$ cat src/vfhp_pkg.sv
// Package for the voice file header parser.
// Holds the result record, result codes, parser modes and the signature table.
// No dependencies.
package vfhp_pkg;

  // Result kinds.
  typedef enum logic [1:0] {
    KIND_PAYLOAD = 2'd0,
    KIND_HEADER  = 2'd1,
    KIND_ERROR   = 2'd2
  } kind_t;

  // Error codes.
  typedef enum logic [2:0] {
    ERR_SIGNATURE = 3'd0,
    ERR_VERSION   = 3'd1,
    ERR_BLOCKTYPE = 3'd2,
    ERR_SIZE      = 3'd3,
    ERR_TRUNCATED = 3'd4
  } err_t;

  // Parser modes, one-hot.
  typedef enum logic [2:0] {
    MODE_HEADER  = 3'b001,
    MODE_PAYLOAD = 3'b010,
    MODE_DISCARD = 3'b100
  } mode_t;

  // One result item as it travels from the parser to the output stage.
  typedef struct packed {
    kind_t       kind;
    logic [7:0]  payload_byte;
    logic        last_payload;
    err_t        error_code;
    logic [7:0]  rate_code;
    logic [7:0]  version_major;
    logic [7:0]  version_minor;
    logic [7:0]  sample_format;
    logic [23:0] payload_length;
  } result_t;

  // Result queue geometry.
  localparam int QDEPTH = 4;
  localparam int QAW    = $clog2(QDEPTH);

  // Header layout.
  localparam logic [4:0]  SIG_LEN     = 5'd20;
  localparam logic [4:0]  IDX_SIG_END = 5'd19;
  localparam logic [4:0]  IDX_VER_LO  = 5'd22;
  localparam logic [4:0]  IDX_VER_HI  = 5'd23;
  localparam logic [4:0]  IDX_CHK_LO  = 5'd24;
  localparam logic [4:0]  IDX_CHK_HI  = 5'd25;
  localparam logic [4:0]  IDX_TYPE    = 5'd26;
  localparam logic [4:0]  IDX_SIZE0   = 5'd27;
  localparam logic [4:0]  IDX_SIZE1   = 5'd28;
  localparam logic [4:0]  IDX_SIZE2   = 5'd29;
  localparam logic [4:0]  IDX_RATE    = 5'd30;
  localparam logic [4:0]  IDX_FORMAT  = 5'd31;

  localparam logic [15:0] CHECK_BASE  = 16'h1234;
  localparam logic [7:0]  BLOCK_SOUND = 8'd1;
  localparam logic [23:0] MIN_SIZE    = 24'd2;

  // Expected signature byte at each of the first twenty header positions.
  function automatic logic [7:0] sig_byte(input logic [4:0] idx);
    logic [7:0] b;
    case (idx)
      5'd0:    b = 8'h43;
      5'd1:    b = 8'h72;
      5'd2:    b = 8'h65;
      5'd3:    b = 8'h61;
      5'd4:    b = 8'h74;
      5'd5:    b = 8'h69;
      5'd6:    b = 8'h76;
      5'd7:    b = 8'h65;
      5'd8:    b = 8'h20;
      5'd9:    b = 8'h56;
      5'd10:   b = 8'h6F;
      5'd11:   b = 8'h69;
      5'd12:   b = 8'h63;
      5'd13:   b = 8'h65;
      5'd14:   b = 8'h20;
      5'd15:   b = 8'h46;
      5'd16:   b = 8'h69;
      5'd17:   b = 8'h6C;
      5'd18:   b = 8'h65;
      5'd19:   b = 8'h1A;
      default: b = 8'h00;
    endcase
    return b;
  endfunction

endpackage

$ cat src/vfhp_front.sv
// Front end of the voice file header parser: takes one byte per cycle when
// accept is high, walks the header, streams payload bytes, forms result items.
// Depends on vfhp_pkg.
module vfhp_front import vfhp_pkg::*; (
  input  logic       clk,
  input  logic       rst_n,
  input  logic       accept,
  input  logic [7:0] byte_value,
  input  logic       file_end,
  output logic       res_valid,
  output result_t    res
);

  mode_t       mode_r, mode_nxt;
  logic [4:0]  idx_r, idx_nxt;
  logic        sig_bad_r, sig_bad_nxt;
  logic [15:0] ver_r, ver_nxt;
  logic [7:0]  chk_lo_r, chk_lo_nxt;
  logic [23:0] size_r, size_nxt;
  logic [23:0] remain_r, remain_nxt;
  logic [7:0]  rate_r, rate_nxt;

  // Per-byte parse step.
  always_comb begin
    logic        taken;
    logic [15:0] want;
    logic [23:0] plen;
    mode_nxt    = mode_r;
    idx_nxt     = idx_r;
    sig_bad_nxt = sig_bad_r;
    ver_nxt     = ver_r;
    chk_lo_nxt  = chk_lo_r;
    size_nxt    = size_r;
    remain_nxt  = remain_r;
    rate_nxt    = rate_r;
    res_valid   = 1'b0;
    res         = '0;
    taken       = 1'b0;
    want        = CHECK_BASE + ~ver_r;
    plen        = size_r - MIN_SIZE;

    if (accept) begin
      case (mode_r)
        MODE_PAYLOAD: begin
          res_valid = 1'b1;
          if (remain_r <= 24'd1) begin
            // Final payload byte: close the file or discard the tail.
            res.payload_byte = byte_value;
            res.last_payload = 1'b1;
            remain_nxt       = '0;
            mode_nxt         = file_end ? MODE_HEADER : MODE_DISCARD;
          end else if (file_end) begin
            res.kind       = KIND_ERROR;
            res.error_code = ERR_TRUNCATED;
            mode_nxt       = MODE_HEADER;
          end else begin
            res.payload_byte = byte_value;
            remain_nxt       = remain_r - 24'd1;
          end
        end

        MODE_HEADER: begin
          // Header fields by position; taken marks a byte that ended the step.
          if (idx_r < SIG_LEN) begin
            if (byte_value != sig_byte(idx_r)) begin
              sig_bad_nxt = 1'b1;
            end
            if (idx_r == IDX_SIG_END && sig_bad_nxt) begin
              taken          = 1'b1;
              res_valid      = 1'b1;
              res.kind       = KIND_ERROR;
              res.error_code = ERR_SIGNATURE;
            end
          end else if (idx_r == IDX_VER_LO) begin
            ver_nxt = {8'h00, byte_value};
          end else if (idx_r == IDX_VER_HI) begin
            ver_nxt = {byte_value, ver_r[7:0]};
          end else if (idx_r == IDX_CHK_LO) begin
            chk_lo_nxt = byte_value;
          end else if (idx_r == IDX_CHK_HI) begin
            if ({byte_value, chk_lo_r} != want) begin
              taken          = 1'b1;
              res_valid      = 1'b1;
              res.kind       = KIND_ERROR;
              res.error_code = ERR_VERSION;
            end
          end else if (idx_r == IDX_TYPE) begin
            if (byte_value != BLOCK_SOUND) begin
              taken          = 1'b1;
              res_valid      = 1'b1;
              res.kind       = KIND_ERROR;
              res.error_code = ERR_BLOCKTYPE;
            end
          end else if (idx_r == IDX_SIZE0) begin
            size_nxt = {16'h0000, byte_value};
          end else if (idx_r == IDX_SIZE1) begin
            size_nxt = {8'h00, byte_value, size_r[7:0]};
          end else if (idx_r == IDX_SIZE2) begin
            size_nxt = {byte_value, size_r[15:0]};
          end else if (idx_r == IDX_RATE) begin
            rate_nxt = byte_value;
          end else if (idx_r == IDX_FORMAT) begin
            taken     = 1'b1;
            res_valid = 1'b1;
            if (size_r < MIN_SIZE) begin
              res.kind       = KIND_ERROR;
              res.error_code = ERR_SIZE;
            end else if (plen != '0 && file_end) begin
              res.kind       = KIND_ERROR;
              res.error_code = ERR_TRUNCATED;
            end else begin
              res.kind           = KIND_HEADER;
              res.last_payload   = (plen == '0);
              res.rate_code      = rate_r;
              res.version_major  = ver_r[15:8];
              res.version_minor  = ver_r[7:0];
              res.sample_format  = byte_value;
              res.payload_length = plen;
            end
          end

          if (taken) begin
            // A header step that produced a result ends the header.
            if (file_end) begin
              mode_nxt = MODE_HEADER;
            end else if (res.kind == KIND_HEADER && plen != '0) begin
              mode_nxt   = MODE_PAYLOAD;
              remain_nxt = plen;
            end else begin
              mode_nxt = MODE_DISCARD;
            end
          end else if (file_end) begin
            res_valid      = 1'b1;
            res.kind       = KIND_ERROR;
            res.error_code = ERR_TRUNCATED;
            mode_nxt       = MODE_HEADER;
          end else begin
            idx_nxt = idx_r + 5'd1;
          end
        end

        default: begin
          // Discard until the file's final byte.
          if (file_end) begin
            mode_nxt = MODE_HEADER;
          end
        end
      endcase

      // Any step that lands in header mode on the final byte starts a new file.
      if (file_end) begin
        idx_nxt     = '0;
        sig_bad_nxt = 1'b0;
      end
    end
  end

  // Parser state.
  always_ff @(posedge clk) begin
    if (!rst_n) begin
      mode_r    <= MODE_HEADER;
      idx_r     <= '0;
      sig_bad_r <= 1'b0;
      remain_r  <= '0;
    end else begin
      mode_r    <= mode_nxt;
      idx_r     <= idx_nxt;
      sig_bad_r <= sig_bad_nxt;
      remain_r  <= remain_nxt;
    end
  end

  // Header fields, always written before they are used.
  always_ff @(posedge clk) begin
    ver_r    <= ver_nxt;
    chk_lo_r <= chk_lo_nxt;
    size_r   <= size_nxt;
    rate_r   <= rate_nxt;
  end

`ifndef NO_ASSERTIONS
  // Payload mode always has at least one byte left to stream.
  a_payload_nonzero: assert property (@(posedge clk) disable iff (!rst_n)
    mode_r == MODE_PAYLOAD |-> remain_r != '0)
    else $error("payload mode with no remaining bytes");

  // A file's final byte always returns the parser to the start of a header.
  a_end_restarts: assert property (@(posedge clk) disable iff (!rst_n)
    accept && file_end |=> mode_r == MODE_HEADER && idx_r == '0 && !sig_bad_r)
    else $error("file end did not restart the parser");

  // A header result marks last exactly when the payload is empty.
  a_header_last: assert property (@(posedge clk) disable iff (!rst_n)
    res_valid && res.kind == KIND_HEADER |->
      res.last_payload == (res.payload_length == '0))
    else $error("header last mark disagrees with payload length");
`endif

endmodule

$ cat src/vfhp_queue.sv
// Short result queue between the parser and the output stage.
// Four entries of result records, one push and one pop per cycle.
// Depends on vfhp_pkg.
module vfhp_queue import vfhp_pkg::*; (
  input  logic    clk,
  input  logic    rst_n,
  input  logic    push_en,
  input  result_t push_data,
  input  logic    pop_en,
  output result_t head,
  output logic    q_empty,
  output logic    q_full
);

  result_t           mem [QDEPTH];
  logic [QAW-1:0]    wr_ptr_r, wr_ptr_nxt;
  logic [QAW-1:0]    rd_ptr_r, rd_ptr_nxt;
  logic [QAW:0]      count_r, count_nxt;

  assign q_empty = (count_r == '0);
  assign q_full  = (count_r == (QAW+1)'(QDEPTH));
  assign head    = mem[rd_ptr_r];

  // Pointer and fill count updates.
  always_comb begin
    wr_ptr_nxt = push_en ? wr_ptr_r + 1'b1 : wr_ptr_r;
    rd_ptr_nxt = pop_en ? rd_ptr_r + 1'b1 : rd_ptr_r;
    count_nxt  = count_r + (QAW+1)'(push_en) - (QAW+1)'(pop_en);
  end

  always_ff @(posedge clk) begin
    if (!rst_n) begin
      wr_ptr_r <= '0;
      rd_ptr_r <= '0;
      count_r  <= '0;
    end else begin
      wr_ptr_r <= wr_ptr_nxt;
      rd_ptr_r <= rd_ptr_nxt;
      count_r  <= count_nxt;
    end
  end

  // Entry storage.
  always_ff @(posedge clk) begin
    if (push_en) begin
      mem[wr_ptr_r] <= push_data;
    end
  end

`ifndef NO_ASSERTIONS
  // No item is written into a full queue.
  a_no_overflow: assert property (@(posedge clk) disable iff (!rst_n)
    push_en |-> !q_full)
    else $error("push into full result queue");

  // No item is taken from an empty queue.
  a_no_underflow: assert property (@(posedge clk) disable iff (!rst_n)
    pop_en |-> !q_empty)
    else $error("pop from empty result queue");

  // The fill count matches the pointer distance.
  a_count_ptrs: assert property (@(posedge clk) disable iff (!rst_n)
    count_r[QAW-1:0] == QAW'(wr_ptr_r - rd_ptr_r))
    else $error("result queue count disagrees with pointers");
`endif

endmodule

$ cat src/vfhp_back.sv
// Output stage of the voice file header parser: holds the oldest result
// item on the ports and refills from the result queue.
// Depends on vfhp_pkg.
module vfhp_back import vfhp_pkg::*; (
  input  logic    clk,
  input  logic    rst_n,
  input  logic    q_empty,
  input  result_t q_head,
  output logic    q_pop,
  input  logic    pop,
  output logic    out_valid,
  output result_t out_data
);

  logic    valid_r, valid_nxt;
  result_t data_r;

  // Refill whenever the held item is absent or leaves this cycle.
  always_comb begin
    q_pop     = !q_empty && (!valid_r || pop);
    valid_nxt = q_pop || (valid_r && !pop);
  end

  always_ff @(posedge clk) begin
    if (!rst_n) begin
      valid_r <= 1'b0;
    end else begin
      valid_r <= valid_nxt;
    end
  end

  always_ff @(posedge clk) begin
    if (q_pop) begin
      data_r <= q_head;
    end
  end

  assign out_valid = valid_r;
  assign out_data  = data_r;

endmodule

$ cat src/voice_file_header_parser_core.sv
// Top level of the voice file header parser.
// Instantiates vfhp_front, vfhp_queue and vfhp_back; depends on vfhp_pkg.
//
//   Channel   Ports                               Handshake
//   input     in_byte_value, in_file_end          push / full
//   result    out_kind .. out_payload_length      empty / pop
//
// One input item is taken per cycle while full is low; each yields at
// most one result item. A result passes through the four-entry result
// queue and then the output register before it reaches the ports.
// full rises when the result queue holds four items; it clears as the
// output stage drains the queue. Synchronous reset returns the parser
// to the start of a file header.
module voice_file_header_parser_core import vfhp_pkg::*; (
  input  logic        clk,
  input  logic        rst_n,
  input  logic        push,
  output logic        full,
  input  logic [7:0]  in_byte_value,
  input  logic        in_file_end,
  output logic        empty,
  input  logic        pop,
  output logic [1:0]  out_kind,
  output logic [7:0]  out_payload_byte,
  output logic        out_last_payload,
  output logic [2:0]  out_error_code,
  output logic [7:0]  out_rate_code,
  output logic [7:0]  out_version_major,
  output logic [7:0]  out_version_minor,
  output logic [7:0]  out_sample_format,
  output logic [23:0] out_payload_length
);

  logic    accept;
  logic    res_valid;
  result_t res;
  result_t q_head;
  logic    q_empty;
  logic    q_full;
  logic    q_pop;
  logic    out_valid;
  result_t out_data;

  // Input handshake.
  assign full   = q_full;
  assign accept = push && !q_full;

  vfhp_front u_front (
    .clk        (clk),
    .rst_n      (rst_n),
    .accept     (accept),
    .byte_value (in_byte_value),
    .file_end   (in_file_end),
    .res_valid  (res_valid),
    .res        (res)
  );

  vfhp_queue u_queue (
    .clk       (clk),
    .rst_n     (rst_n),
    .push_en   (res_valid),
    .push_data (res),
    .pop_en    (q_pop),
    .head      (q_head),
    .q_empty   (q_empty),
    .q_full    (q_full)
  );

  vfhp_back u_back (
    .clk       (clk),
    .rst_n     (rst_n),
    .q_empty   (q_empty),
    .q_head    (q_head),
    .q_pop     (q_pop),
    .pop       (pop && out_valid),
    .out_valid (out_valid),
    .out_data  (out_data)
  );

  // Result ports.
  assign empty              = !out_valid;
  assign out_kind           = out_data.kind;
  assign out_payload_byte   = out_data.payload_byte;
  assign out_last_payload   = out_data.last_payload;
  assign out_error_code     = out_data.error_code;
  assign out_rate_code      = out_data.rate_code;
  assign out_version_major  = out_data.version_major;
  assign out_version_minor  = out_data.version_minor;
  assign out_sample_format  = out_data.sample_format;
  assign out_payload_length = out_data.payload_length;

endmodule
$ cat config.mk
export PLATFORM = sky130hd
export DESIGN_NAME = voice_file_header_parser_core
export DESIGN_NICKNAME = d
export VERILOG_FILES = /design/src/vfhp_pkg.sv /design/src/vfhp_front.sv /design/src/vfhp_queue.sv /design/src/vfhp_back.sv /design/src/voice_file_header_parser_core.sv
export SDC_FILE = /design/constraint.sdc
export NUM_CORES = 1
export LEC_CHECK = 0
export BUFFER_PORTS_ARGS = -buffer_cell sky130_fd_sc_hd__buf_4
export CORE_MARGIN = 2
export CORE_UTILIZATION = 60
export CTS_BUF_LIST = sky130_fd_sc_hd__clkbuf_4 sky130_fd_sc_hd__clkbuf_8 sky130_fd_sc_hd__clkbuf_16
export DETAILED_ROUTE_END_ITERATION = 6
export PLACE_DENSITY = 0.8
export SLEW_MARGIN = 10
export SYNTH_ARGS = -nofsm -noshare
export SYNTH_HDL_FRONTEND = slang
export SYNTH_SLANG_ARGS = --single-unit
$ cat constraint.sdc
create_clock -name clk -period 8.9 [get_ports clk]
set_clock_uncertainty 0.05 [all_clocks]
set_input_delay 1.335 -clock clk [delete_from_list [all_inputs] [get_ports clk]]
set_output_delay 1.335 -clock clk [all_outputs]
set_load 0.005 [all_outputs]
After elaboration in Yosys (flattened, before gate mapping). Memories as Yosys holds them, arrays and structs flattened. A register that Yosys moved wholly into a read port is not among the register bits. Index checks and enable logic that the tools add are counted.

Memory bits (writable): 280. Memory bits (read-only): 224. Input bits: 13. Output and inout port bits: 72. Flip-flop bits (word level): 97. Memories: 2.

Memory list: u_queue.mem (depth 4, bits a word 70, read ports 1, clocked after Yosys merged registers in 1, wr ports 1, RTL line vfhp_queue.sv:15) `result_t mem [QDEPTH];`; (no name shown) (depth 32, bits a word 7, read ports 1, clocked after Yosys merged registers in 1, wr ports 0, RTL line vfhp_pkg.sv:67) `case (idx)`.

Equal/unequal tests: 23. $lt $le $gt $ge: 3. Muxes and demuxes: 114. $add $sub $neg: 8. Reduce and logical (&&, ||, !) cells: 33. Bitwise logic cells: 10.

Operator list (count): two-way mux 60 bit (8); two-way mux 56 bit (6); two-way mux 24 bit (6); two-way mux 70 bit (1); two-way mux 8 bit (8); == test 5 bit, second input constant (11); case mux 24 bit (2 select lines) (1); two-way mux 2 bit (23); two-way mux 3 bit (15); two-way mux 1 bit (35); two-way mux 16 bit (2); AND reduction 9 bit (3); two-way mux 5 bit (5); <= comparator 24 x 1 -> 1 bit, second input constant (1); logical NOT 24 bit (1); < comparator 24 x 2 -> 1 bit, second input constant (1); nonzero test 24 bit (1); subtractor 24 x 1 -> 24 bit, second input constant (1); subtractor 24 x 2 -> 24 bit, second input constant (1); adder 13 x 16 -> 16 bit, first input constant (1); inequality test 16 bit (1); inverter 16 bit (1); AND reduction 12 bit (1); AND reduction 6 bit (2); 28 further kinds (55).

Longest topological paths before layout.
Word-level depth: 24. Gate-level depth with buffers: 17. Gate-level depth less buffers: 17.

Cells and area by module. Synthesis repeated with hierarchy kept, for this count alone.

Cell total of the unflattened synthesis: 1201. Area total of the unflattened synthesis: 19253.5 µm².

By module, submodules not included: vfhp_queue (area each 10617.7 µm², seq. area each 8588.2 µm², instances 1, cells an instance 409); vfhp_front (area each 6466.2 µm², seq. area each 2482.4 µm², instances 1, cells an instance 715); vfhp_back (area each 2145.8 µm², seq. area each 2122.0 µm², instances 1, cells an instance 74); voice_file_header_parser_core (area each 23.8 µm², seq. area each 0.0 µm², instances 1, cells an instance 3).

Least setup slack after synthesis. Ideal clock, no wire load.

Path type: input port to flip-flop. Start: in pop. End: reg u_queue.count_r[2]. Stages: 10. Data required time: 8.735 ns. Setup time: 0.115 ns. Path buffers: 0. Slack: 2.125 ns. Arrival time: 6.610 ns. Cell sequence: inv_1 > a21oi_1 > ha_1 > inv_1 > ha_1 > inv_1 > fa_1 > xnor2_1 > xnor2_1 > and2_1.

Cells in the longest elaborated chain, start to end: 4.

RTL lines: start: declaration (RTL line voice_file_header_parser_core.sv:22) `input logic pop,`; logical AND 1 bit (RTL line voice_file_header_parser_core.sv:75) `.pop (pop && out_valid),`; logical OR 1 bit (RTL line vfhp_back.sv:20) `q_pop = !q_empty && (!valid_r || pop);`; logical AND 1 bit (RTL line vfhp_back.sv:20); named net q_pop (RTL line voice_file_header_parser_core.sv:40) `logic q_pop;`; subtractor 3 x 1 -> 3 bit (RTL line vfhp_queue.sv:28) `count_nxt = count_r + (QAW+1)'(push_en) - (QAW+1)'(pop_en);`; end signal: assignment (RTL line vfhp_queue.sv:39) `count_r <= count_nxt;`; end: declaration (RTL line vfhp_queue.sv:18) `logic [QAW:0] count_r, count_nxt;`.

The timed path passes the listed nets, and every way through them passes these cells. A chain may end at the register's enable or synchronous reset.

==> impl_results.md <==
* Worst path required time at 9.13 ns
* Cells after DPL at 1,692
* Initial antenna violation count at 0
* VDD IR-drop max at 0.3777 mV
* Fin crit share at 57.68%
* Final ANT Viol Nets at 0
* Setup Fix Bufs, Post-CTS at 0
* Post-place setup slack at 3.801 ns
* Via density at 6.318
* DR pass1 iterations at 5
* Startpoint Class: register
* Final setup vio count at 0
* Fin cells at 1,776
* Post-synth top cells: 406 x edfxtp_1, 93 x nor2_1, 75 x and2_1
* DR WL/cell at 22.63 um
* Setup ws final at 3.767 ns
* Final hold viol count at 0
* Largest net degree at the start of global routing at 74
* PostCTS Resize Cnt at 0
* Final TNS setup at 0 ns
* Most common cell in the netlist: edfxtp_1
* H-tree levels at 2
* Vias in the first global route at 11,060
* Seq/Total Area, Yosys at 68.30%
* IO buf count at 84
* Vias after detailed routing at 11,220
* Slew @ Worst Pin at 1.246 ns
* Nets at 1,373
* First-pass GRT wire length at 62,730 um
* Total power at 0.005676 W
* CTS tree: built
* Syn_nets at 1,298
* Final min period at 5.133 ns
* Syn_area_per_cell at 15.26 um2
* Critical Path AT at 5.37 ns
* Layout cells sized above 1 at 19.43%
* DRC errors left at 0
* Detailed Route WL at 40,200 um
* Power Dens Cells at 261.0 nW/um2
* Cells after synthesis at 1,262
* Ys async rst share at 0%
* Longest Clk Path Bufs at 3
* Netlist Area Pre-Place at 19,260 um2
* Clk Tree Root Cell: clkbuf_16
* Total track usage at 24.47%
* Die height at 183.2 um
* DP Wirelength at 24,120 um
* Pins Over Slew Limit at 0
* # IOs at 85
* # hold bufs at CTS at 0
* Fillers at 2,023
* Inserted Diodes at 0
* Post-synth EDFFs at 406
* Clk_lat worst skew at 0.56 ns
* FF+latch count, synth at 454
* Die area at 33,540 um2
* CP max stage delay at 0.96 ns
* Critical path, cell by cell: nor4_4 > nand4_1 > nor4_2 > o21ai_0 > a22oi_1 > or4_1 > a21o_1 > inv_1 > and2_1
* Max FO, Critical Path at 34
* GR Overflow Total at 0
* Initial drt markers at 1,540
* LEAKAGE at 7.407 nW
* Yosys cell types at 82
* Yosys top cell by area: edfxtp_1
* Synth top area cells: edfxtp_1 63%, mux4_2 8.2%, dfxtp_1 5.0%
* Unrepaired setup endpoints after global routing: false
* Core ar. at 31,560 um2
* Ys Warns at 0
* Top Family by Delay on Critical Path: simple AND/OR/NAND/NOR gates
* Sink Count at 454
* CP Capture Type: register
* Status: finished clean
* Synth-to-Final Area Change at 12.90%
* Slowest stage cell, crit path: a21o_1
* WP buf/inv at 1
* HP Class: reg -> reg
* Clock transition at the registers of the reported paths at 0.06 ns
* Initial Util at 61.03%
* Max Cap Viol at 0
* Max Freq at 194.8 MHz
* CTS Buf Count at 45
* Slew HR at 16.96%
* Critical path class: reg -> reg
* Synth Flop Type: edfxtp_1
* Post-synth top area share at 63.31%
* Die Span X at 183.2 um
* Gp weighted congestion at 0.9151
* FP Rows at 65
## cells in the final DEF (no fill, tap or decap), drive strengths merged, types with 11 or more instances in the layout
cell type  count
clkinv        15
a21oi         32
nor2b         24
nor4          12
o211ai        11
buf           89
nand2         50
edfxtp       406
ha            22
mux4          70
nor3          27
and2          75
xor2          19
xnor2         38
clkbuf        55
o21a          11
nand4         12
or3           18
o21ai         45
dfxtp         48
nand3         20
inv           37
nor2          94
## per-layer routing
layer / up-vias / GRT usage, % / wire (um)
met1: 5538 / 34.78 / 16570
li1: 5010 / - / -
met5: - / 0 / 0
met3: 95 / 3.614 / 3016
met4: 0 / 8.704 / 1172
met2: 578 / 39.30 / 19440
## path summary, 6_finish.rpt
path | start | to | slack [ns] | depth (start not counted)
max reg2reg | u_front.size_r[8]$_SDFFCE_PP0P_ | u_queue.mem[1][54]$_DFFE_PP_ | 3.77 | 9
max | u_front.size_r[8]$_SDFFCE_PP0P_ | u_queue.mem[1][54]$_DFFE_PP_ | 3.77 | 9
min reg2reg | u_front.mode_r[1]$_SDFFE_PN0P_ | u_front.mode_r[1]$_SDFFE_PN0P_ | 0.47 | 2
min | u_front.mode_r[1]$_SDFFE_PN0P_ | u_front.mode_r[1]$_SDFFE_PN0P_ | 0.47 | 2
## power by group
part           internal (W)  switching [W]
logic              0.000514       0.000442
clock network       0.00115       0.000789
registers           0.00266       0.000123
## sequential cells by signal, summed over array words and instances, names as in the netlist, named ones only
register and count:
u_back.out_valid 1, u_queue.wr_ptr_r 2, u_front.ver_r 16, u_queue.mem 280, u_front.mode_r 3, u_back.out_data 70, u_front.remain_r 24, u_front.rate_r 8
u_front.size_r 24, u_queue.count_r 3, u_front.sig_bad_r 1, u_front.chk_lo_r 8, u_queue.rd_ptr_r 2, u_front.idx_r 5
## worst min-delay path, delay by kind of cell, from the launching register on
family	cells	cell delay, ns
AO/OA/AOI/OAI	2	0.15
flip-flops	1	0.32
## logic make-up after synthesis
logic type,Yosys count,share of synthesized area (%)
xor+xnor,58,2.709
flops,454,68.30
compound gates,172,6.056
mux,78,8.609
buf+inv,94,1.956
simple gates,383,10.84
fa+ha+maj,23,1.533
## through the flow
stage          hold WS (ns)  util [%]  area (um2)
2_1_floorplan        0.4026         -       19260
3_3_place_gp         0.4314     64.02       20200
3_5_place_dp         0.4507     64.02       20200
4_1_cts              0.4643     68.88       21730
5_1_grt              0.4867     68.90       21740
6_report             0.4735     68.90       21740
## area by class of cell
type	instances	area [um2]	area share [%]
multi-input combinational	714	5757	26.48
clock inverter	29	325.3	1.496
sequential	454	13160	60.52
inverter	33	123.9	0.5697
tap	402	503.0	2.313
clock buffer	55	1207	5.553
timing repair buffer	89	668.1	3.073
Note: power is estimated with default switching activity, not from simulation.
